## src/rtl/cjpv_pkg.sv

```systemverilog
`timescale 1ns / 1ps
// ----------------------------------------------------------------------------
// cjpv_pkg - shared types and constants
// Formats, widths, register indexes, reset values and sequencer states for
// the cascaded joint position/velocity controller.
// ----------------------------------------------------------------------------
package cjpv_pkg;

	// Data formats
	localparam int DATA_WIDTH = 24;             // Q11.12 angles and speeds
	localparam int FRAC_BITS  = 12;
	localparam int GAIN_WIDTH = 16;             // unsigned Q8.8 gains
	localparam int GAIN_FRAC  = GAIN_WIDTH / 2;
	localparam int LIMIT_W    = DATA_WIDTH - 1; // speed limit and bands
	localparam int ACCEL_W    = 16;
	localparam int TORQUE_W   = 32;

	// Datapath widths
	localparam int ERR_W  = DATA_WIDTH + 1;         // target - angle, ev
	localparam int MA_W   = DATA_WIDTH + 2;         // multiplier signed operand
	localparam int PROD_W = MA_W + GAIN_WIDTH + 1;  // exact product / sum
	localparam int DEM_W  = PROD_W - GAIN_FRAC + 1; // shifted product - speed
	localparam int TQ_W   = PROD_W - GAIN_FRAC;     // torque before saturation

	// Configuration port
	localparam int CFG_IDX_W = 3;
	localparam int CFG_W     = LIMIT_W;

	localparam logic [CFG_IDX_W-1:0] REG_POS_GAIN  = 3'd0;
	localparam logic [CFG_IDX_W-1:0] REG_VEL_GAIN  = 3'd1;
	localparam logic [CFG_IDX_W-1:0] REG_VEL_DAMP  = 3'd2;
	localparam logic [CFG_IDX_W-1:0] REG_SPD_LIMIT = 3'd3;
	localparam logic [CFG_IDX_W-1:0] REG_ACCEL     = 3'd4;
	localparam logic [CFG_IDX_W-1:0] REG_NEAR_BAND = 3'd5;
	localparam logic [CFG_IDX_W-1:0] REG_FAR_BAND  = 3'd6;

	// Reset values
	localparam logic [GAIN_WIDTH-1:0] POS_GAIN_RST  = GAIN_WIDTH'(18 << GAIN_FRAC);
	localparam logic [GAIN_WIDTH-1:0] VEL_GAIN_RST  = GAIN_WIDTH'(15 << GAIN_FRAC);
	localparam logic [GAIN_WIDTH-1:0] VEL_DAMP_RST  = GAIN_WIDTH'(6 << GAIN_FRAC);
	localparam logic [LIMIT_W-1:0]    SPD_LIMIT_RST = LIMIT_W'(2 << FRAC_BITS);
	localparam logic [ACCEL_W-1:0]    ACCEL_RST     = '0;
	localparam logic [LIMIT_W-1:0]    NEAR_BAND_RST = LIMIT_W'((5 << FRAC_BITS) / 1000);
	localparam logic [LIMIT_W-1:0]    FAR_BAND_RST  = LIMIT_W'(1 << (FRAC_BITS - 1));

	typedef enum logic [2:0] {
		ST_IDLE,
		ST_MUL_P,
		ST_DEM,
		ST_EV,
		ST_MUL_V,
		ST_MUL_D,
		ST_ACC,
		ST_SAT
	} state_t;

endpackage

```

## src/rtl/cjpv_mul.sv

```systemverilog
`timescale 1ns / 1ps
// ----------------------------------------------------------------------------
// cjpv_mul - shared gain multiplier
// Signed operand times unsigned Q8.8 gain, exact, with registered product.
// ----------------------------------------------------------------------------
module cjpv_mul
	import cjpv_pkg::*;
(
	input  logic                     clk,
	input  logic                     en,
	input  logic signed [MA_W-1:0]   op_a,
	input  logic [GAIN_WIDTH-1:0]    op_b,
	output logic signed [PROD_W-1:0] prod_s1
);

	logic signed [PROD_W-1:0] prod;

	assign prod = op_a * $signed({1'b0, op_b});

	always_ff @(posedge clk) begin
		if (en) begin
			prod_s1 <= prod;
		end
	end

endmodule

```

## src/rtl/cascaded_joint_position_velocity_ctrl.sv

```systemverilog
`timescale 1ns / 1ps
// ----------------------------------------------------------------------------
// cascaded_joint_position_velocity_ctrl - cascaded P position / PD velocity loop
// One request per control tick: target angle, measured angle and speed, enable.
// ----------------------------------------------------------------------------
// Usage:
//  - Input channel (in_valid / in_stall): one request per control tick. The
//    block stalls its input while a request is in work.
//  - Output channel (out_valid / out_stall): one result per request, held in an
//    output register until taken.
//  - Config channel (cfg_valid / cfg_ready): always ready; write registers only
//    while the block is idle. Indexes past the register list are ignored.
//  - Timing: out_valid rises after the sequencer has walked its seven steps
//    (MUL_P, DEM, EV, MUL_V, MUL_D, ACC, SAT) through the one shared 26x17
//    multiplier; a new request is accepted only once the last has finished.
//  - If the output is still held when the next result is ready, the sequencer
//    waits in its last step; no result is dropped or overwritten.
//  - Reset (arst_n low, async): gains and bands return to defaults, the stored
//    velocity error clears, no result is pending.
// ----------------------------------------------------------------------------
module cascaded_joint_position_velocity_ctrl
	import cjpv_pkg::*;
(
	input  logic                         clk,
	input  logic                         arst_n,

	input  logic                         in_valid,
	output logic                         in_stall,
	input  logic signed [DATA_WIDTH-1:0] target_angle,
	input  logic signed [DATA_WIDTH-1:0] measured_angle,
	input  logic signed [DATA_WIDTH-1:0] measured_speed,
	input  logic                         torque_enable,

	output logic                         out_valid,
	input  logic                         out_stall,
	output logic signed [TORQUE_W-1:0]   drive_torque,
	output logic                         torque_on,
	output logic [ACCEL_W-1:0]           accel_command,
	output logic signed [DATA_WIDTH-1:0] reported_speed,

	input  logic                         cfg_valid,
	output logic                         cfg_ready,
	input  logic [CFG_IDX_W-1:0]         cfg_index,
	input  logic [CFG_W-1:0]             cfg_data
);

	// ------------------------------------------------------------------
	// Configuration registers
	// ------------------------------------------------------------------
	logic [GAIN_WIDTH-1:0] pos_gain_q, vel_gain_q, vel_damp_q;
	logic [LIMIT_W-1:0]    spd_limit_q, near_band_q, far_band_q;
	logic [ACCEL_W-1:0]    accel_q;

	assign cfg_ready = 1'b1;

	always_ff @(posedge clk or negedge arst_n) begin
		if (!arst_n) begin
			pos_gain_q  <= POS_GAIN_RST;
			vel_gain_q  <= VEL_GAIN_RST;
			vel_damp_q  <= VEL_DAMP_RST;
			spd_limit_q <= SPD_LIMIT_RST;
			accel_q     <= ACCEL_RST;
			near_band_q <= NEAR_BAND_RST;
			far_band_q  <= FAR_BAND_RST;
		end else if (cfg_valid && cfg_ready) begin
			unique case (cfg_index)
				REG_POS_GAIN:  pos_gain_q  <= cfg_data[GAIN_WIDTH-1:0];
				REG_VEL_GAIN:  vel_gain_q  <= cfg_data[GAIN_WIDTH-1:0];
				REG_VEL_DAMP:  vel_damp_q  <= cfg_data[GAIN_WIDTH-1:0];
				REG_SPD_LIMIT: spd_limit_q <= cfg_data[LIMIT_W-1:0];
				REG_ACCEL:     accel_q     <= cfg_data[ACCEL_W-1:0];
				REG_NEAR_BAND: near_band_q <= cfg_data[LIMIT_W-1:0];
				REG_FAR_BAND:  far_band_q  <= cfg_data[LIMIT_W-1:0];
				default: ;
			endcase
		end
	end

	// ------------------------------------------------------------------
	// Sequencer
	// ------------------------------------------------------------------
	state_t state_q, state_d;
	logic   in_acc, out_free, out_load, mul_en;

	assign in_acc   = in_valid && !in_stall;
	assign out_free = !out_valid || !out_stall;

	always_ff @(posedge clk or negedge arst_n) begin
		if (!arst_n) begin
			state_q <= ST_IDLE;
		end else begin
			state_q <= state_d;
		end
	end

	always_comb begin
		state_d  = state_q;
		in_stall = 1'b1;
		mul_en   = 1'b0;
		out_load = 1'b0;
		unique case (state_q)
			ST_IDLE: begin
				in_stall = 1'b0;
				if (in_valid) state_d = ST_MUL_P;
			end
			ST_MUL_P: begin
				mul_en  = 1'b1;
				state_d = ST_DEM;
			end
			ST_DEM:   state_d = ST_EV;
			ST_EV:    state_d = ST_MUL_V;
			ST_MUL_V: begin
				mul_en  = 1'b1;
				state_d = ST_MUL_D;
			end
			ST_MUL_D: begin
				mul_en  = 1'b1;
				state_d = ST_ACC;
			end
			ST_ACC:   state_d = ST_SAT;
			ST_SAT: begin
				// hold here until the output register is free
				if (out_free) begin
					out_load = 1'b1;
					state_d  = ST_IDLE;
				end
			end
			default:  state_d = ST_IDLE;
		endcase
	end

	// ------------------------------------------------------------------
	// Datapath
	// ------------------------------------------------------------------
	logic signed [ERR_W-1:0]      err_q;       // target - measured
	logic signed [DATA_WIDTH-1:0] speed_q;
	logic                         enable_q;
	logic                         far_q;       // err above far band (signed)
	logic                         near_q;      // err below near band (signed)
	logic signed [DATA_WIDTH-1:0] dem_q;       // clamped velocity demand
	logic signed [ERR_W-1:0]      ev_q;        // velocity error
	logic signed [ERR_W-1:0]      prev_q;      // last tick's velocity error
	logic signed [PROD_W-1:0]     acc_q;

	logic signed [ERR_W-1:0]      err_in;
	logic signed [MA_W-1:0]       op_a;
	logic [GAIN_WIDTH-1:0]        op_b;
	logic signed [PROD_W-1:0]     prod_s1;
	logic signed [DEM_W-1:0]      dem_raw, lim_pos, lim_neg, dem_clamp;
	logic signed [TQ_W-1:0]       tq_full;
	logic [TQ_W-TORQUE_W:0]       tq_hi;
	logic signed [TORQUE_W-1:0]   tq_sat;

	assign err_in = ERR_W'(target_angle) - ERR_W'(measured_angle);

	// operand select for the shared multiplier
	always_comb begin
		op_a = MA_W'(err_q);
		op_b = pos_gain_q;
		unique case (state_q)
			ST_MUL_V: begin
				op_a = MA_W'(ev_q);
				op_b = vel_gain_q;
			end
			ST_MUL_D: begin
				op_a = MA_W'(ev_q) - MA_W'(prev_q);
				op_b = vel_damp_q;
			end
			default: ;
		endcase
	end

	cjpv_mul u_mul (
		.clk     (clk),
		.en      (mul_en),
		.op_a    (op_a),
		.op_b    (op_b),
		.prod_s1 (prod_s1)
	);

	// demand = floor(err * kp) - speed, clamped to +/- limit
	always_comb begin
		dem_raw = DEM_W'(prod_s1 >>> GAIN_FRAC) - DEM_W'(speed_q);
		lim_pos = $signed(DEM_W'(spd_limit_q));
		lim_neg = -lim_pos;
		priority if (dem_raw > lim_pos) dem_clamp = lim_pos;
		else if (dem_raw < lim_neg)     dem_clamp = lim_neg;
		else                            dem_clamp = dem_raw;
	end

	// torque saturation: upper bits must all match the sign
	always_comb begin
		tq_full = TQ_W'(acc_q >>> GAIN_FRAC);
		tq_hi   = tq_full[TQ_W-1:TORQUE_W-1];
		if ((&tq_hi) || !(|tq_hi)) begin
			tq_sat = tq_full[TORQUE_W-1:0];
		end else if (tq_full[TQ_W-1]) begin
			tq_sat = {1'b1, {(TORQUE_W-1){1'b0}}};
		end else begin
			tq_sat = {1'b0, {(TORQUE_W-1){1'b1}}};
		end
	end

	// payload registers
	always_ff @(posedge clk) begin
		if (in_acc) begin
			err_q    <= err_in;
			speed_q  <= measured_speed;
			enable_q <= torque_enable;
			far_q    <= err_in > $signed(ERR_W'(far_band_q));
			near_q   <= err_in < $signed(ERR_W'(near_band_q));
		end
		if (state_q == ST_DEM) dem_q <= dem_clamp[DATA_WIDTH-1:0];
		if (state_q == ST_EV)  ev_q  <= ERR_W'(dem_q) - ERR_W'(speed_q);
		if (state_q == ST_MUL_D) acc_q <= prod_s1;          // ev * kv
		if (state_q == ST_ACC)   acc_q <= acc_q + prod_s1;  // + (ev - prev) * kd
	end

	// stored velocity error
	always_ff @(posedge clk or negedge arst_n) begin
		if (!arst_n) begin
			prev_q <= '0;
		end else if (state_q == ST_ACC) begin
			prev_q <= ev_q;
		end
	end

	// output register
	always_ff @(posedge clk or negedge arst_n) begin
		if (!arst_n) begin
			out_valid <= 1'b0;
		end else if (out_load) begin
			out_valid <= 1'b1;
		end else if (!out_stall) begin
			out_valid <= 1'b0;
		end
	end

	always_ff @(posedge clk) begin
		if (out_load) begin
			drive_torque   <= enable_q ? tq_sat : '0;
			torque_on      <= enable_q;
			accel_command  <= far_q ? accel_q : '0;
			reported_speed <= near_q ? '0 : speed_q;
		end
	end

	// ------------------------------------------------------------------
	// Assertions
	// ------------------------------------------------------------------
	a_accept_starts: assert property (@(posedge clk) disable iff (!arst_n)
		in_acc |=> state_q == ST_MUL_P)
		else $error("accepted request did not start the sequence");

	a_no_overwrite: assert property (@(posedge clk) disable iff (!arst_n)
		(state_q == ST_SAT && out_valid && out_stall) |=> state_q == ST_SAT)
		else $error("result finished while output register still held");

	a_disabled_zero: assert property (@(posedge clk) disable iff (!arst_n)
		(out_valid && !torque_on) |-> drive_torque == '0)
		else $error("torque driven while disabled");

	a_prev_update: assert property (@(posedge clk) disable iff (!arst_n)
		!$stable(prev_q) |-> $past(state_q) == ST_ACC)
		else $error("stored velocity error changed outside accumulate step");

endmodule

```

## config.mk

```make
export PLATFORM = sky130hd
export DESIGN_NAME = cascaded_joint_position_velocity_ctrl
export DESIGN_NICKNAME = d
export VERILOG_FILES = /design/src/rtl/cjpv_pkg.sv /design/src/rtl/cjpv_mul.sv /design/src/rtl/cascaded_joint_position_velocity_ctrl.sv
export SDC_FILE = /design/constraint.sdc
export NUM_CORES = 2
export LEC_CHECK = 0
export BUFFER_PORTS_ARGS = -buffer_cell sky130_fd_sc_hd__clkbuf_2
export CAP_MARGIN = 15
export CORE_MARGIN = 4
export CORE_UTILIZATION = 58
export CTS_CLUSTER_SIZE = 14
export DETAILED_ROUTE_END_ITERATION = 8
export PLACE_DENSITY = 0.87
export SYNTH_ARGS = -nofsm -noshare
export SYNTH_HDL_FRONTEND = slang
export SYNTH_SLANG_ARGS = --single-unit
```

## constraint.sdc

```tcl
create_clock -name clk -period 9.4 [get_ports clk]
set_input_delay 0.94 -clock clk [delete_from_list [all_inputs] [get_ports clk]]
set_output_delay 0.94 -clock clk [all_outputs]
set_load 0.01 [all_outputs]
```

==> metrics <==
status=complete, no violations; CP endpoint kind=flip-flop; GRT Overall Usage=29.8%; CP most frequent cell=fa_1; Rel. slew slack=20.5%; Max-Cap Viols=0; max-slew violations=0; final wirelength=118,000 um; CTS Buf Count=45; critical-path maximum fanout=11; adder-cell share of the synthesized area=30.3%; critical path's largest stage delay=630 ps; share of cells above drive strength 1=13.4%; #FFs+latches synth=422; Fin. Hold Viols=0; vias in the first global route=33,300; top-area cell type share of the netlist area=19.6%; initial antenna violation count=0; TritonCTS clock tree=done; crit path DAT=9490 ps; most frequent cells after synthesis=inv_1 (685), nand2_1 (431), fa_1 (410); EDFF count, synth=260; Hold WS=407 ps; die footprint=76,600 um2; Initial Utilization=58.6%; clock insertion delay at the later pin of the skew report=590 ps; Synth area leader=fa_1; CTS Hold Buffers Added=0; Worst Max-Slew Pin Slew=1180 ps; DRC viols=0; GRT Residual Overflow=0; Post-Syn Area per Cell=9.63 um2; largest net degree at the start of global routing=97; final setup vio count=0; Post-Syn Instances=4,351; net count after synthesis=5,224; Std-Cell Rows=98; largest family of logic cells by synthesized area=adder cells; mux cell area share after synthesis=5.50%; library cells used by synthesis=90; Ports=180; via count=33,600; die span in x=277 um; Worst-path clk slew=60 ps; Clock Tree Buf Depth=3; PortBufs=178; area of the core=71,500 um2; placed wire-length estimate=92,600 um; fill count=5,357; clk root buf=clkbuf_16; Post-Route Skew=22.3 ps; Final min period=9180 ps; CP required=9710 ps; kind of critical path=flip-flop to flip-flop; fmax=109 MHz; Nets=5,395; Final ANT Viol Nets=0; yosys warns=0; final period utilization=97.7%; Die Height=277 um; Vias per Instance=6.09; P&R area growth vs syn=9.49%; count leader, synth=inv_1; Worst Hold Class=input pin to async pin; gp weighted congestion=1.02; Mapped Area=41,900 um2; clock tree sinks=422; routed len/inst=21.3 um; Synth Area in XOR/XNOR=3.64%; Synth Flop Type=edfxtp_1; H-Tree Depth=2; synth top area cells=fa_1 (20%), edfxtp_1 (19%), ha_1 (11%); DRT Pass-1 Iters=9; asr flop ratio synth=38.4%; register area share after synthesis=28.3%; post-synthesis simple-gate area fraction=12.3%; global-route wire length before repair=181,000 um; CP startpoint kind=flip-flop; Compound-Gate Fraction of Synth Area=12.3%; Slowest-stage cell, CP=fa_1; Initial DRC Count=3,787
## final timing paths
check	start	end	slack, ps	cells past startpoint
setup / recovery	ev_q[0]	u_mul.prod_s1[42]	220	38
hold / removal	arst_n	near_band_q[0]	410	1
setup reg to reg	ev_q[0]	u_mul.prod_s1[42]	220	38
hold reg to reg	accel_q[3]	accel_q[3]	500	1
max in group asynchronous	arst_n	state_q[0]	7370	2
min in group clk	accel_q[3]	accel_q[3]	500	1
## metal layers
metal	track usage (%)	up-vias	wire length, um
li1	-	14900	-
met1	39.6	16300	44500
met2	46.2	1913	52200
met3	7.49	441	13700
met4	14.2	0	7020
met5	0	-	0
## registers in the layout, summed over array words and instances, names as in the netlist, 16 cells and up
| signal | count |
|---|---|
| err_q | 25 |
| vel_gain_q | 16 |
| prev_q | 25 |
| near_band_q | 23 |
| accel_q | 16 |
| u_mul.prod_s1 | 43 |
| ev_q | 25 |
| vel_damp_q | 16 |
| drive_torque | 32 |
| spd_limit_q | 23 |
| reported_speed | 24 |
| pos_gain_q | 16 |
| far_band_q | 23 |
| accel_command | 16 |
| speed_q | 24 |
| acc_q | 43 |
| dem_q | 24 |
## stage by stage
stage	setup slack, ps	cells	cell area [um2]	TNS, ps	utilization [%]
after floorplan	598	4351	41900	0	-
after detailed placement	-13.3	5422	44200	-13.3	61.9
final	220	5510	45900	0	64.2
after CTS	-21.5	5506	45700	-21.5	63.9
after global routing	-113	5509	45900	-267	64.2
after global placement	223	5422	44200	0	61.9
## cells in the final DEF (no fill, tap or decap), types with 90 or more instances in the layout
master and instances:
nor2_1 331, clkbuf_2 177, o21ai_0 198, a21oi_1 180, fa_1 409, buf_4 90
edfxtp_1 260, xnor2_1 117, nand2_1 430, ha_1 358, a21o_1 99, inv_1 684
mux2_2 168, dfrtp_1 149
## area by class of cell
cell class                 count  area [um2]  area share, %
timing repair buffer         273        1660           3.61
clock inverter                21         200          0.436
sequential                   422       11900           25.9
tap                          950        1190           2.59
inverter                     685        2570           5.61
clock buffer                  63        1260           2.75
multi-input combinational   3095       27100           59.1
antenna                        1        2.50        0.00546
## worst max-delay path: cells and delay by family, from the launching register on
kind | cells | cell delay [ps]
flops | 1 | 360
fa+ha+maj | 9 | 3770
buf+inv | 7 | 810
simple gates | 5 | 680
compound gates | 16 | 3150
xor+xnor | 1 | 100
## timing repair
| item | 4_1_cts | 5_1_grt |
|---|---|---|
| setup buffers | 0 | 2 |
| gates resized for setup | 2 | 39 |
| gates cloned | 0 | 0 |
| setup endpoints to repair | 2 | 13 |
| pin swaps | 0 | 10 |
## cells by family (layout without fill, tap and decap cells)
kind of cell | count (synthesis) | after routing
buf+inv | 834 | 1042
xor+xnor | 174 | 174
compound gates | 802 | 802
flops | 422 | 422
mux | 208 | 208
other cells | 1 | 2
simple gates | 1141 | 1141
fa+ha+maj | 769 | 769
Power is left out: the tool's default activity adds up to more than one toggle a clock period on the data nets, which glitch-free logic cannot reach.
